==> src/rtl/core/sdaq_pkg.sv <==
// Shared types and codes for the sorted deadline alarm queue.
// No dependencies; sdaq_store, sdaq_ctrl and the top level use it by scope.
`timescale 1ns / 1ps
`default_nettype none

package sdaq_pkg;

   localparam int CAPACITY_DEF = 16;
   // most alarms handed out by a single tick request
   localparam int MAX_FIRED    = 16;
   localparam int FIRE_W       = $clog2(MAX_FIRED + 1);

   localparam logic [1:0] ACT_INSERT = 2'd0;
   localparam logic [1:0] ACT_DELETE = 2'd1;
   localparam logic [1:0] ACT_TICK   = 2'd2;

   localparam logic [2:0] K_INSERTED  = 3'd0;
   localparam logic [2:0] K_UPDATED   = 3'd1;
   localparam logic [2:0] K_PAST      = 3'd2;
   localparam logic [2:0] K_FULL      = 3'd3;
   localparam logic [2:0] K_DELETED   = 3'd4;
   localparam logic [2:0] K_NOT_FOUND = 3'd5;
   localparam logic [2:0] K_FIRED     = 3'd6;
   localparam logic [2:0] K_TICK_DONE = 3'd7;

   typedef struct packed {
      logic [31:0] dl;
      logic [15:0] tag;
   } entry_type;

   typedef struct packed {
      logic      en;
      entry_type entry;
   } store_wr_type;

endpackage

`default_nettype wire

==> src/rtl/core/sdaq_req_if.sv <==
// Request channel of the alarm queue: valid/ready plus the request fields.
// No dependencies.
`timescale 1ns / 1ps
`default_nettype none

interface sdaq_req_if;
   logic        valid;
   logic        ready;
   logic [1:0]  action;
   logic [31:0] deadline;
   logic [15:0] tag;
   logic [31:0] now;

   modport source (output valid, action, deadline, tag, now, input ready);
   modport sink   (input valid, action, deadline, tag, now, output ready);
endinterface

`default_nettype wire

==> src/rtl/core/sdaq_rsp_if.sv <==
// Response channel of the alarm queue: valid/ready plus the result fields.
// No dependencies.
`timescale 1ns / 1ps
`default_nettype none

interface sdaq_rsp_if;
   logic        valid;
   logic        ready;
   logic [2:0]  kind;
   logic [31:0] alarm_deadline;
   logic [15:0] alarm_tag;
   logic [31:0] next_wait;
   logic        queue_empty;
   logic        last;

   modport source (output valid, kind, alarm_deadline, alarm_tag, next_wait,
                   queue_empty, last, input ready);
   modport sink   (input valid, kind, alarm_deadline, alarm_tag, next_wait,
                   queue_empty, last, output ready);
endinterface

`default_nettype wire

==> src/rtl/core/sdaq_store.sv <==
// Alarm table memory: one write port, one read port with registered data.
// Depends on sdaq_pkg for the entry types.
`timescale 1ns / 1ps
`default_nettype none

module sdaq_store #(
   parameter int CAPACITY = sdaq_pkg::CAPACITY_DEF,
   localparam int IDX_W   = (CAPACITY > 1) ? $clog2(CAPACITY) : 1
) (
   input  wire                         clock,
   input  wire sdaq_pkg::store_wr_type wr,
   input  wire  [IDX_W-1:0]            wr_addr,
   input  wire  [IDX_W-1:0]            rd_addr,
   output sdaq_pkg::entry_type         rd_entry_ff
);

   sdaq_pkg::entry_type store_mem [CAPACITY];

   always_ff @(posedge clock) begin
      if (wr.en) begin
         store_mem[wr_addr] <= wr.entry;
      end
      rd_entry_ff <= store_mem[rd_addr];
   end

endmodule

`default_nettype wire

==> src/rtl/core/sdaq_ctrl.sv <==
// Sequencer of the alarm queue: walks the table through one shared comparator,
// shifting entries one per step, and holds the response register.
// Depends on sdaq_pkg, sdaq_req_if, sdaq_rsp_if; drives sdaq_store.
`timescale 1ns / 1ps
`default_nettype none

module sdaq_ctrl #(
   parameter int CAPACITY = sdaq_pkg::CAPACITY_DEF,
   localparam int IDX_W   = (CAPACITY > 1) ? $clog2(CAPACITY) : 1
) (
   input  wire                    clock,
   input  wire                    reset,
   sdaq_req_if.sink               req_if,
   sdaq_rsp_if.source             rsp_if,
   output sdaq_pkg::store_wr_type wr,
   output logic [IDX_W-1:0]       wr_addr,
   output logic [IDX_W-1:0]       rd_addr,
   input  wire sdaq_pkg::entry_type rd_entry
);

   localparam int CNT_W = $clog2(CAPACITY + 1);

   localparam logic [3:0] S_IDLE     = 4'd0;
   localparam logic [3:0] S_DISPATCH = 4'd1;
   localparam logic [3:0] S_FIND_RD  = 4'd2;
   localparam logic [3:0] S_FIND_CMP = 4'd3;
   localparam logic [3:0] S_SHIFT_RD = 4'd4;
   localparam logic [3:0] S_SHIFT_OP = 4'd5;
   localparam logic [3:0] S_REM_RD   = 4'd6;
   localparam logic [3:0] S_REM_OP   = 4'd7;
   localparam logic [3:0] S_TICK     = 4'd8;
   localparam logic [3:0] S_EMIT     = 4'd9;

   logic [3:0]  state_ff, state_in, ret_ff, ret_in;
   logic [1:0]  act_ff, act_in;
   logic [31:0] dl_ff, dl_in, now_ff, now_in;
   logic [15:0] tag_ff, tag_in;
   logic [CNT_W-1:0] count_ff, count_in, idx_ff, idx_in;
   logic [sdaq_pkg::FIRE_W-1:0] fired_ff, fired_in;
   sdaq_pkg::entry_type head_ff, head_in;

   // pending result, loaded into the response register in S_EMIT
   logic [2:0]  okind_ff, okind_in;
   logic [31:0] odl_ff, odl_in;
   logic [15:0] otag_ff, otag_in;
   logic        olast_ff, olast_in;

   logic        rsp_valid_ff, rsp_valid_in;
   logic [2:0]  rsp_kind_ff, rsp_kind_in;
   logic [31:0] rsp_dl_ff, rsp_dl_in, rsp_wait_ff, rsp_wait_in;
   logic [15:0] rsp_tag_ff, rsp_tag_in;
   logic        rsp_empty_ff, rsp_empty_in, rsp_last_ff, rsp_last_in;

   // shared comparator
   logic [31:0] cmp_a, cmp_b;
   logic        cmp_gt, cmp_eq;

   logic [CNT_W:0]   idx_next;
   logic [CNT_W-1:0] idx_prev;
   logic [31:0]      wait_val;

   always_comb begin
      if (state_ff == S_DISPATCH) begin
         cmp_a = dl_ff;
         cmp_b = now_ff;
      end else if (state_ff == S_TICK) begin
         cmp_a = head_ff.dl;
         cmp_b = now_ff;
      end else begin
         cmp_a = rd_entry.dl;
         cmp_b = dl_ff;
      end
      cmp_gt = cmp_a > cmp_b;
      cmp_eq = cmp_a == cmp_b;
   end

   assign idx_next = {1'b0, idx_ff} + {{CNT_W{1'b0}}, 1'b1};
   assign idx_prev = idx_ff - CNT_W'(1);

   always_comb begin
      if (count_ff == '0) begin
         wait_val = '0;
      end else if (head_ff.dl > now_ff) begin
         wait_val = head_ff.dl - now_ff;
      end else begin
         wait_val = 32'd1;
      end
   end

   always_comb begin
      state_in     = state_ff;
      ret_in       = ret_ff;
      act_in       = act_ff;
      dl_in        = dl_ff;
      now_in       = now_ff;
      tag_in       = tag_ff;
      count_in     = count_ff;
      idx_in       = idx_ff;
      fired_in     = fired_ff;
      head_in      = head_ff;
      okind_in     = okind_ff;
      odl_in       = odl_ff;
      otag_in      = otag_ff;
      olast_in     = olast_ff;
      rsp_valid_in = rsp_valid_ff;
      rsp_kind_in  = rsp_kind_ff;
      rsp_dl_in    = rsp_dl_ff;
      rsp_tag_in   = rsp_tag_ff;
      rsp_wait_in  = rsp_wait_ff;
      rsp_empty_in = rsp_empty_ff;
      rsp_last_in  = rsp_last_ff;
      req_if.ready = 1'b0;
      wr.en        = 1'b0;
      wr.entry     = '{dl: dl_ff, tag: tag_ff};
      wr_addr      = idx_ff[IDX_W-1:0];
      rd_addr      = idx_ff[IDX_W-1:0];

      if (rsp_valid_ff && rsp_if.ready) begin
         rsp_valid_in = 1'b0;
      end

      case (state_ff)
         S_IDLE: begin
            req_if.ready = 1'b1;
            if (req_if.valid) begin
               act_in   = req_if.action;
               dl_in    = req_if.deadline;
               tag_in   = req_if.tag;
               now_in   = req_if.now;
               idx_in   = '0;
               fired_in = '0;
               ret_in   = S_IDLE;
               olast_in = 1'b1;
               // unused action code: dropped without a response
               if (req_if.action == sdaq_pkg::ACT_INSERT ||
                   req_if.action == sdaq_pkg::ACT_DELETE ||
                   req_if.action == sdaq_pkg::ACT_TICK) begin
                  state_in = S_DISPATCH;
               end
            end
         end
         S_DISPATCH: begin
            case (act_ff)
               sdaq_pkg::ACT_INSERT: begin
                  if (!cmp_gt) begin
                     okind_in = sdaq_pkg::K_PAST;
                     odl_in   = dl_ff;
                     otag_in  = '0;
                     state_in = S_EMIT;
                  end else begin
                     state_in = S_FIND_RD;
                  end
               end
               sdaq_pkg::ACT_DELETE: state_in = S_FIND_RD;
               default:              state_in = S_TICK;
            endcase
         end
         S_FIND_RD: begin
            if (idx_ff == count_ff) begin
               odl_in  = dl_ff;
               otag_in = '0;
               if (act_ff == sdaq_pkg::ACT_INSERT) begin
                  if (count_ff >= CNT_W'(CAPACITY)) begin
                     okind_in = sdaq_pkg::K_FULL;
                     state_in = S_EMIT;
                  end else begin
                     // idx already equals count: open slot at the tail
                     state_in = S_SHIFT_RD;
                  end
               end else begin
                  okind_in = sdaq_pkg::K_NOT_FOUND;
                  state_in = S_EMIT;
               end
            end else begin
               state_in = S_FIND_CMP;
            end
         end
         S_FIND_CMP: begin
            if (cmp_eq) begin
               odl_in = dl_ff;
               if (act_ff == sdaq_pkg::ACT_INSERT) begin
                  wr.en       = 1'b1;
                  wr.entry.dl = rd_entry.dl;
                  okind_in    = sdaq_pkg::K_UPDATED;
                  otag_in     = tag_ff;
                  state_in    = S_EMIT;
               end else begin
                  okind_in = sdaq_pkg::K_DELETED;
                  otag_in  = rd_entry.tag;
                  state_in = S_REM_RD;
               end
            end else begin
               idx_in   = idx_next[CNT_W-1:0];
               state_in = S_FIND_RD;
            end
         end
         S_SHIFT_RD: begin
            rd_addr = idx_prev[IDX_W-1:0];
            if (idx_ff == '0) begin
               wr.en    = 1'b1;
               count_in = count_ff + CNT_W'(1);
               okind_in = sdaq_pkg::K_INSERTED;
               otag_in  = tag_ff;
               state_in = S_EMIT;
            end else begin
               state_in = S_SHIFT_OP;
            end
         end
         S_SHIFT_OP: begin
            wr.en = 1'b1;
            if (cmp_gt) begin
               wr.entry = rd_entry;
               idx_in   = idx_prev;
               state_in = S_SHIFT_RD;
            end else begin
               count_in = count_ff + CNT_W'(1);
               okind_in = sdaq_pkg::K_INSERTED;
               otag_in  = tag_ff;
               state_in = S_EMIT;
            end
         end
         S_REM_RD: begin
            rd_addr = idx_next[IDX_W-1:0];
            if (idx_next >= {1'b0, count_ff}) begin
               count_in = count_ff - CNT_W'(1);
               state_in = S_EMIT;
            end else begin
               state_in = S_REM_OP;
            end
         end
         S_REM_OP: begin
            wr.en    = 1'b1;
            wr.entry = rd_entry;
            idx_in   = idx_next[CNT_W-1:0];
            state_in = S_REM_RD;
         end
         S_TICK: begin
            if (fired_ff < sdaq_pkg::FIRE_W'(sdaq_pkg::MAX_FIRED) &&
                count_ff != '0 && !cmp_gt) begin
               okind_in = sdaq_pkg::K_FIRED;
               odl_in   = head_ff.dl;
               otag_in  = head_ff.tag;
               olast_in = 1'b0;
               fired_in = fired_ff + sdaq_pkg::FIRE_W'(1);
               idx_in   = '0;
               ret_in   = S_TICK;
               state_in = S_REM_RD;
            end else begin
               okind_in = sdaq_pkg::K_TICK_DONE;
               odl_in   = (count_ff != '0) ? head_ff.dl : 32'd0;
               otag_in  = '0;
               olast_in = 1'b1;
               ret_in   = S_IDLE;
               state_in = S_EMIT;
            end
         end
         S_EMIT: begin
            if (!rsp_valid_ff || rsp_if.ready) begin
               rsp_valid_in = 1'b1;
               rsp_kind_in  = okind_ff;
               rsp_dl_in    = odl_ff;
               rsp_tag_in   = otag_ff;
               rsp_wait_in  = wait_val;
               rsp_empty_in = (count_ff == '0);
               rsp_last_in  = olast_ff;
               state_in     = ret_ff;
            end
         end
         default: state_in = S_IDLE;
      endcase

      // keep a copy of the head entry for ticks and wait times
      if (wr.en && wr_addr == '0) begin
         head_in = wr.entry;
      end
   end

   always_ff @(posedge clock) begin
      if (reset) begin
         state_ff     <= S_IDLE;
         ret_ff       <= S_IDLE;
         count_ff     <= '0;
         fired_ff     <= '0;
         rsp_valid_ff <= 1'b0;
      end else begin
         state_ff     <= state_in;
         ret_ff       <= ret_in;
         count_ff     <= count_in;
         fired_ff     <= fired_in;
         rsp_valid_ff <= rsp_valid_in;
      end
      act_ff       <= act_in;
      dl_ff        <= dl_in;
      now_ff       <= now_in;
      tag_ff       <= tag_in;
      idx_ff       <= idx_in;
      head_ff      <= head_in;
      okind_ff     <= okind_in;
      odl_ff       <= odl_in;
      otag_ff      <= otag_in;
      olast_ff     <= olast_in;
      rsp_kind_ff  <= rsp_kind_in;
      rsp_dl_ff    <= rsp_dl_in;
      rsp_tag_ff   <= rsp_tag_in;
      rsp_wait_ff  <= rsp_wait_in;
      rsp_empty_ff <= rsp_empty_in;
      rsp_last_ff  <= rsp_last_in;
   end

   assign rsp_if.valid          = rsp_valid_ff;
   assign rsp_if.kind           = rsp_kind_ff;
   assign rsp_if.alarm_deadline = rsp_dl_ff;
   assign rsp_if.alarm_tag      = rsp_tag_ff;
   assign rsp_if.next_wait      = rsp_wait_ff;
   assign rsp_if.queue_empty    = rsp_empty_ff;
   assign rsp_if.last           = rsp_last_ff;

endmodule

`default_nettype wire

==> src/rtl/core/sorted_deadline_alarm_queue.sv <==
// Top level of the sorted deadline alarm queue: sequencer plus alarm table.
// Depends on sdaq_pkg, sdaq_req_if, sdaq_rsp_if, sdaq_store, sdaq_ctrl.
//
//   channel | dir | fields                                             | handshake
//   req_if  | in  | action, deadline, tag, now                         | valid/ready
//   rsp_if  | out | kind, alarm_deadline, alarm_tag, next_wait,        | valid/ready
//           |     | queue_empty, last                                  |
//
// One request at a time; each table step is a read, then a compare and write
// (the memory has one read port and one write port).
// Synchronous reset empties the table at once (count cleared), no sweep.
// A stalled response holds the sequencer in its emit step; the next request is
// taken while the last response of the previous one still waits.
`timescale 1ns / 1ps
`default_nettype none

module sorted_deadline_alarm_queue #(
   parameter int CAPACITY = sdaq_pkg::CAPACITY_DEF
) (
   input  wire        clock,
   input  wire        reset,
   sdaq_req_if.sink   req_if,
   sdaq_rsp_if.source rsp_if
);

   localparam int IDX_W = (CAPACITY > 1) ? $clog2(CAPACITY) : 1;

   sdaq_pkg::store_wr_type wr;
   sdaq_pkg::entry_type    rd_entry;
   logic [IDX_W-1:0]       wr_addr;
   logic [IDX_W-1:0]       rd_addr;

   sdaq_ctrl #(
      .CAPACITY (CAPACITY)
   ) u_ctrl (
      .clock    (clock),
      .reset    (reset),
      .req_if   (req_if),
      .rsp_if   (rsp_if),
      .wr       (wr),
      .wr_addr  (wr_addr),
      .rd_addr  (rd_addr),
      .rd_entry (rd_entry)
   );

   sdaq_store #(
      .CAPACITY (CAPACITY)
   ) u_store (
      .clock       (clock),
      .wr          (wr),
      .wr_addr     (wr_addr),
      .rd_addr     (rd_addr),
      .rd_entry_ff (rd_entry)
   );

endmodule

`default_nettype wire
==> src/flat_wrapper.sv <==
// flat-port wrapper written by rule: the top's interface ports become plain ports
module sorted_deadline_alarm_queue_flat 
#(
   parameter int CAPACITY = sdaq_pkg::CAPACITY_DEF
)
  (clock, reset, req_if_valid, req_if_action, req_if_deadline, req_if_tag, req_if_now, req_if_ready, rsp_if_valid, rsp_if_kind, rsp_if_alarm_deadline, rsp_if_alarm_tag, rsp_if_next_wait, rsp_if_queue_empty, rsp_if_last, rsp_if_ready);
  sdaq_req_if req_if_i ();
  sdaq_rsp_if rsp_if_i ();
  input  wire clock;
  input  wire reset;
  input wire logic [$bits(req_if_i.valid)-1:0] req_if_valid;
  input wire logic [$bits(req_if_i.action)-1:0] req_if_action;
  input wire logic [$bits(req_if_i.deadline)-1:0] req_if_deadline;
  input wire logic [$bits(req_if_i.tag)-1:0] req_if_tag;
  input wire logic [$bits(req_if_i.now)-1:0] req_if_now;
  output wire logic [$bits(req_if_i.ready)-1:0] req_if_ready;
  output wire logic [$bits(rsp_if_i.valid)-1:0] rsp_if_valid;
  output wire logic [$bits(rsp_if_i.kind)-1:0] rsp_if_kind;
  output wire logic [$bits(rsp_if_i.alarm_deadline)-1:0] rsp_if_alarm_deadline;
  output wire logic [$bits(rsp_if_i.alarm_tag)-1:0] rsp_if_alarm_tag;
  output wire logic [$bits(rsp_if_i.next_wait)-1:0] rsp_if_next_wait;
  output wire logic [$bits(rsp_if_i.queue_empty)-1:0] rsp_if_queue_empty;
  output wire logic [$bits(rsp_if_i.last)-1:0] rsp_if_last;
  input wire logic [$bits(rsp_if_i.ready)-1:0] rsp_if_ready;
  assign req_if_i.valid = req_if_valid;
  assign req_if_i.action = req_if_action;
  assign req_if_i.deadline = req_if_deadline;
  assign req_if_i.tag = req_if_tag;
  assign req_if_i.now = req_if_now;
  assign req_if_ready = req_if_i.ready;
  assign rsp_if_valid = rsp_if_i.valid;
  assign rsp_if_kind = rsp_if_i.kind;
  assign rsp_if_alarm_deadline = rsp_if_i.alarm_deadline;
  assign rsp_if_alarm_tag = rsp_if_i.alarm_tag;
  assign rsp_if_next_wait = rsp_if_i.next_wait;
  assign rsp_if_queue_empty = rsp_if_i.queue_empty;
  assign rsp_if_last = rsp_if_i.last;
  assign rsp_if_i.ready = rsp_if_ready;
  sorted_deadline_alarm_queue #(.CAPACITY(CAPACITY)) u_core (.clock(clock), .reset(reset), .req_if(req_if_i), .rsp_if(rsp_if_i));
endmodule
==> config.mk <==
export PLATFORM = sky130hd
export DESIGN_NAME = sorted_deadline_alarm_queue_flat
export DESIGN_NICKNAME = d
export VERILOG_FILES = /design/src/rtl/core/sdaq_pkg.sv /design/src/rtl/core/sdaq_req_if.sv /design/src/rtl/core/sdaq_rsp_if.sv /design/src/rtl/core/sdaq_store.sv /design/src/rtl/core/sdaq_ctrl.sv /design/src/rtl/core/sorted_deadline_alarm_queue.sv /design/src/flat_wrapper.sv
export SDC_FILE = /design/constraint.sdc
export NUM_CORES = 1
export LEC_CHECK = 0
export ABC_AREA = 1
export BUFFER_PORTS_ARGS = -buffer_cell sky130_fd_sc_hd__buf_2
export CAP_MARGIN = 20
export CORE_MARGIN = 4
export CORE_UTILIZATION = 32
export DETAILED_ROUTE_END_ITERATION = 8
export SLEW_MARGIN = 20
export SYNTH_ARGS = -nofsm -noshare
export SYNTH_HDL_FRONTEND = slang
export SYNTH_HIERARCHICAL = 1
export SYNTH_SLANG_ARGS = --single-unit
==> constraint.sdc <==
create_clock -name clock -period 6 [get_ports clock]
set_clock_uncertainty 0.05 [all_clocks]
set_input_delay 0 -clock clock [delete_from_list [all_inputs] [get_ports clock]]
set_output_delay 0 -clock clock [all_outputs]
set_load 0.05 [all_outputs]
Yosys cells after proc, flatten, opt, wreduce, memory -nomap -nowiden --
Memory sizes are Yosys's and may differ from the RTL's. A register that Yosys moved wholly into a read port is not among the register bits. Cells that the tools add are included.
Storage, ports and cells: bits in registers 291, bits in writable memories 768, output and inout port bits 87, logic and storage cells 175, memories kept 1
Operators by class: add/sub/neg operators 6, magnitude comparators 5, equality and inequality tests 28, multiplexer cells 78, bitwise logic cells 1, reductions and logical operators 33
Memories:
- u_core.u_store.store_mem | depth 16, bits a word 48, read ports 1, clocked after memory_dff 1, write ports 1, RTL line sdaq_store.sv:17 | sdaq_pkg::entry_type store_mem [CAPACITY];
Operators by type and width (count):
- 32-bit two-way mux | 10
- 16-bit two-way mux | 8
- 32-bit case mux with 4 select lines | 1
- 16-bit case mux with 6 select lines | 1
- 32-bit case mux with 3 select lines | 1
- 33-bit two-way mux | 2
- 32-bit > comparator | 2
- 4-bit two-way mux | 15
- 48-bit two-way mux | 1
- 5-bit two-way mux | 8
- 4-bit case mux with 10 select lines | 1
- 32-bit equality test | 1
- 16-bit case mux with 2 select lines | 1
- 32-bit subtractor | 1
- 3-bit two-way mux | 9
- 5-bit case mux with 5 select lines | 1
- 4-bit case mux with 2 select lines | 3
- 2-bit != test (second input constant) | 11
- 3-bit case mux with 6 select lines | 1
- 4-bit by 3-bit equality test with 1-bit output (second input constant) | 4
- 5-bit case mux with 3 select lines | 1
- 1-bit two-way mux | 11
- 5-bit by 1-bit adder with 5-bit output (second input constant) | 2
- 5-bit logical NOT | 2
- other kinds (34) | 53

Logic depth before layout (Yosys ltp) --
word-level depth 8, gate-level depth with buffers 26

By module --
Netlist, hierarchy kept.
By module, submodules not included:
- sdaq_store | times used 1, cells an instance 3167, area an instance 33863.7 um^2, seq. area each 24023.0 um^2
- sdaq_ctrl | times used 1, cells an instance 1530, area an instance 15283.4 um^2, seq. area each 8488.1 um^2

Worst setup path after synthesis --
OpenSTA, ideal clock, no wires.
path type reg-to-reg, start point register u_core.u_ctrl.state_ff[3], end point register u_core.u_ctrl.idx_ff[0] (enable), setup time 0.376 ns, arrival 5.870 ns, required time 5.574 ns, slack -0.296 ns, stages on the path, launching flop included 8, path buffers 0, period minus slack after synthesis 6.296 ns, path through dfxtp_1 nor2_1 inv_1 nor2_1 inv_1 nor2_1 nor2_1 a211oi_1
On the way: word-level cells in the longest chain between the ends 8
RTL lines:
- from (decl) | RTL line sdaq_ctrl.sv:34 | logic [3:0] state_ff, state_in, ret_ff, ret_in;
- from (signal assigned) | RTL line sdaq_ctrl.sv:286 | state_ff <= state_in;
- 4-bit equality test | RTL line sdaq_ctrl.sv:66, sdaq_ctrl.sv:122
- 32-bit two-way mux | RTL line sdaq_ctrl.sv:66 | end else if (state_ff == S_TICK) begin
- 32-bit two-way mux | RTL line sdaq_ctrl.sv:63 | if (state_ff == S_DISPATCH) begin
- 32-bit > comparator | RTL line sdaq_ctrl.sv:73 | cmp_gt = cmp_a > cmp_b;
- 1-bit logical NOT | RTL line sdaq_ctrl.sv:239 | count_ff != '0 && !cmp_gt) begin
- 1-bit logical AND | RTL line sdaq_ctrl.sv:239
- 2-bit by 1-bit != test with 1-bit output (no line)
- 5-bit AND reduction (no line) *
- to (signal assigned) | RTL line sdaq_ctrl.sv:296 | idx_ff <= idx_in;
- to (decl) | RTL line sdaq_ctrl.sv:38 | logic [CNT_W-1:0] count_ff, count_in, idx_ff, idx_in;
Every way passes the cells marked *; elsewhere a longest branch is shown, timed or not. A chain may end at the register's enable or synchronous reset.

==> results by group <==
Status
  • Status: finished clean

Global route
  • Met1 GRT Util: 0.233
  • Met3 Use GR: 0.0269
  • GRT Util Overall: 0.170
  • Met2 Use GR: 0.278
  • Antenna violations before repair: 0
  • Largest net degree at the start of global routing: between 150 and 200
  • First-pass GRT wire length: approximately 210000 um
  • Grt peak-use layer: met2
  • Vias in the first global route: between 30000 and 40000
  • Grt ovf: 0

Timing
  • Setup tns final: 0 ps
  • Slew margin rel.: 0.254
  • Final hold violation count: 0
  • Minimum clock period: between 5000 and 6000 ps
  • F_max: approximately 0.19 GHz
  • Final hold slack: roughly 46 ps
  • RSZ-0062 raised after global routing: false
  • # setup viols final: 0
  • Worst slew pin tran: 1120 ps
  • Setup WS post-layout: around 650 ps
  • Final Max Tran Viols: 0
  • Post-route clock period utilization: 0.891

Route
  • Wirelength, routed: between 100000 and 150000 um
  • Via total after detailed routing: between 30000 and 40000
  • Routed Antenna Nets: 0
  • Iter 0 DRT Violations: between 3000 and 4000
  • Avg Vias per Cell: around 4.8
  • DR WL/cell: between 15 and 20 um
  • Drc violations: 0
  • Initial DRT Pass Iterations: 6

Hold path
  • WHS Path Cells: 2
  • Hold Startpoint: req_if_now[11]
  • Min-Delay Path Class: in -> reg
  • End of the worst hold path: u_core/u_ctrl/now_ff[11]

Run
  • Max Cap Viol: 0

Place
  • Setup WS pre-CTS: 708 ps
  • PortBufs: 172
  • Final Wtd Congestion: 0.908
  • Dpl cell area: 52500 um2
  • Detail Placement HPWL: roughly 85000 um

Clock network
  • Worst-path clk slew: 60 ps
  • Clk sink count: around 1100
  • Clk Latency, worst-skew pair: 720 ps
  • Total CTS buffers: 112
  • CTS tree: done
  • CTS H-tree depth: 3
  • CTS root buffer: clkbuf_16
  • Worst-case clock buffer depth: 3

Pwr
  • Maximum vdd drop: roughly 0.00036 V
  • Lkg Pwr: about 24 nW
  • PD cells: around 430 nW/um2
  • Overall power: around 25 mW

Synthesis
  • Netlist cell types: 50
  • Mean Syn Cell Area: between 10 and 15 um2
  • Post-Syn Area: 49100 um2
  • Yosys warns: 6
  • #FFs+latches synth: between 1000 and 1500
  • Asr flop ratio synth: 0
  • Sequential area share after synthesis: 0.662
  • Cells after synthesis: 4697
  • Top FF cell, synth: edfxtp_1
  • Post-synth EDFFs: 1040
  • Syn_nets: a little under 5000

Worst setup path
  • CP startpoint kind: flop
  • Critical path class: reg -> reg
  • CP Max Fanout: 36
  • Reg-to-reg critical path startpoint: u_core/u_ctrl/state_ff[0]
  • Reg-to-reg slack, setup: ~650 ps
  • Arrival time worst endpoint: 5670 ps
  • R2r endpoint: u_core/u_store/store_mem[11][24]
  • R2R cell count: 20
  • CP endpoint kind: flop
  • CP required: approximately 6300 ps

Cells and area
  • Nets: between 5000 and 6000
  • Multi-input logic area: approximately 13000 um2
  • Final instance area: ~58000 um2
  • Filler cell count: roughly 15000
  • Commonest non-fill, non-tap cell in the layout: nand2_1
  • Diode count: 0
  • Synth-to-layout area growth: 17.8%
  • Most frequent cells in the layout: nand2_1, edfxtp_1, inv_1, nand3_1, buf_2
  • Sequential cell area: 32500 um2
  • Share of cells above drive strength 1: 0.104

Floorplanning
  • Core area: ~150000 um2
  • Die Y: approximately 400 um
  • Die ar.: 160000 um2
  • Die width: between 300 and 400 um
  • Ports: 173
  • Cell Rows: 143
  • Initial Utilization: 0.323
## per-stage QoR
stage,util,instances
floorplan,-,4697
global placement,0.345,6775
detailed placement,0.345,6775
CTS,0.380,7147
global route,0.380,7147
finish,0.380,7147
## sequential cells by signal (all words and copies together), names as in the netlist
name / count
u_core/u_ctrl/count_ff: 5
u_core/u_ctrl/odl_ff: 32
u_core/u_ctrl/olast_ff: 1
u_core/u_ctrl/idx_ff: 5
u_core/u_ctrl/rsp_if.valid: 1
u_core/u_store/store_mem: 768
u_core/u_ctrl/dl_ff: 32
u_core/u_ctrl/okind_ff: 3
u_core/u_ctrl/state_ff: 4
u_core/u_ctrl/rsp_if.kind: 3
u_core/u_ctrl/tag_ff: 16
u_core/u_ctrl/ret_ff: 1
u_core/u_ctrl/act_ff: 2
u_core/u_ctrl/rsp_if.alarm_deadline: 32
u_core/u_ctrl/fired_ff: 5
u_core/u_ctrl/rsp_if.queue_empty: 1
u_core/u_ctrl/rsp_if.alarm_tag: 16
u_core/u_ctrl/rsp_if.next_wait: 32
u_core/u_store/rd_entry_ff: 48
u_core/u_ctrl/rsp_if.last: 1
u_core/u_ctrl/head_ff: 48
u_core/u_ctrl/now_ff: 32
u_core/u_ctrl/otag_ff: 16
## worst max path at each step
stage | startpoint | to | slack [ps] | cells after the start
finish | u_core/u_ctrl/state_ff[0] | u_core/u_store/store_mem[11][24] | 650 | 20
global route | u_core/u_ctrl/state_ff[0] | u_core/u_store/store_mem[4][16] | 300 | 21
CTS | u_core/u_ctrl/state_ff[0] | u_core/u_store/store_mem[5][29] | 660 | 21
detailed placement | u_core/u_ctrl/state_ff[0] | u_core/u_store/store_mem[11][23] | 710 | 19
global placement | u_core/u_ctrl/state_ff[0] | u_core/u_store/store_mem[11][23] | 730 | 19
floorplan | u_core/u_ctrl/state_ff[1] | u_core/u_ctrl/head_ff[0] | 840 | 16
## power by group
| part | internal (mW) | switching (mW) | total, mW |
|---|---|---|---|
| Clock | 4.14 | 2.95 | 7.09 |
| Sequential | 9.58 | 0.389 | 9.97 |
| Combinational | 2.23 | 5.56 | 7.79 |
## logic make-up (layout without fill, tap and decap cells)
logic type | after synthesis | count (layout) | synth area share
DFF | 1104 | 1104 | 0.662
AOI/OAI and AO/OA | 311 | 311 | 0.0417
xor gates and xnor gates | 27 | 27 | 0.00481
buffers and inverters | 1048 | 1468 | 0.0878
adders and majority gates | 78 | 78 | 0.0202
and+or+nand+nor | 2129 | 2129 | 0.184
## critical path: stages, from the launching register on
cell	delay, ps
dfxtp_1	430
inv_2	110
nor2_1	100
inv_1	60
nor2_2	330
nor2_2	90
inv_1	540
buf_4	300
o221ai_1	140
ha_1	340
nand2_1	70
nor2_1	130
nand2_1	100
nor3_1	210
nand3_1	170
nand2_1	120
inv_1	80
nand2_1	230
nand3_1	370
nor2_4	620
buf_12	350
## synth_stat cells, types with 4 or more instances
cell type / count / area [um2]
a211oi_1: 4 / 30.0
a21o_1: 10 / 75.1
a21oi_1: 64 / 320
a21oi_2: 13 / 114
buf_1: 15 / 56.3
buf_2: 94 / 470
buf_4: 46 / 345
buf_6: 12 / 135
clkbuf_1: 41 / 154
dfxtp_1: 64 / 1280
edfxtp_1: 1040 / 31200
ha_1: 76 / 951
inv_1: 831 / 3120
inv_2: 7 / 26.3
nand2_1: 1274 / 4780
nand2_2: 5 / 31.3
nand3_1: 671 / 3360
nand4_1: 13 / 81.3
nor2_1: 119 / 447
nor2_2: 4 / 25.0
nor3_1: 15 / 75.1
nor4_1: 6 / 37.5
o211ai_1: 17 / 128
o21a_1: 5 / 37.5
o21ai_0: 74 / 370
o21ai_2: 33 / 289
o21bai_1: 10 / 75.1
o221ai_1: 34 / 298
o22ai_1: 33 / 206
or2_2: 6 / 37.5
xnor2_1: 11 / 96.3
xor2_1: 16 / 140
## routing by layer
metal | vias up | wire [um]
met5 | - | 0
met4 | 0 | 3810
met3 | 224 | 10800
met2 | 1305 | 65000
met1 | 16300 | 59800
li1 | 16200 | -
## area by class of cell
class,instances,area share
sequential,1104,0.562
multi-input combinational,2545,0.217
timing repair buffer,420,0.0578
inverter,840,0.0548
clock buffer,156,0.0537
tap,2030,0.0439
clock inverter,52,0.0111
## what timing repair did
| item | CTS | global route |
|---|---|---|
| hold endpoints to repair | 140 | 0 |
| setup buffers | 0 | 0 |
| resized for setup | 0 | 0 |
| hold buffers | 164 | 0 |
(Power assumes the default switching activity.)
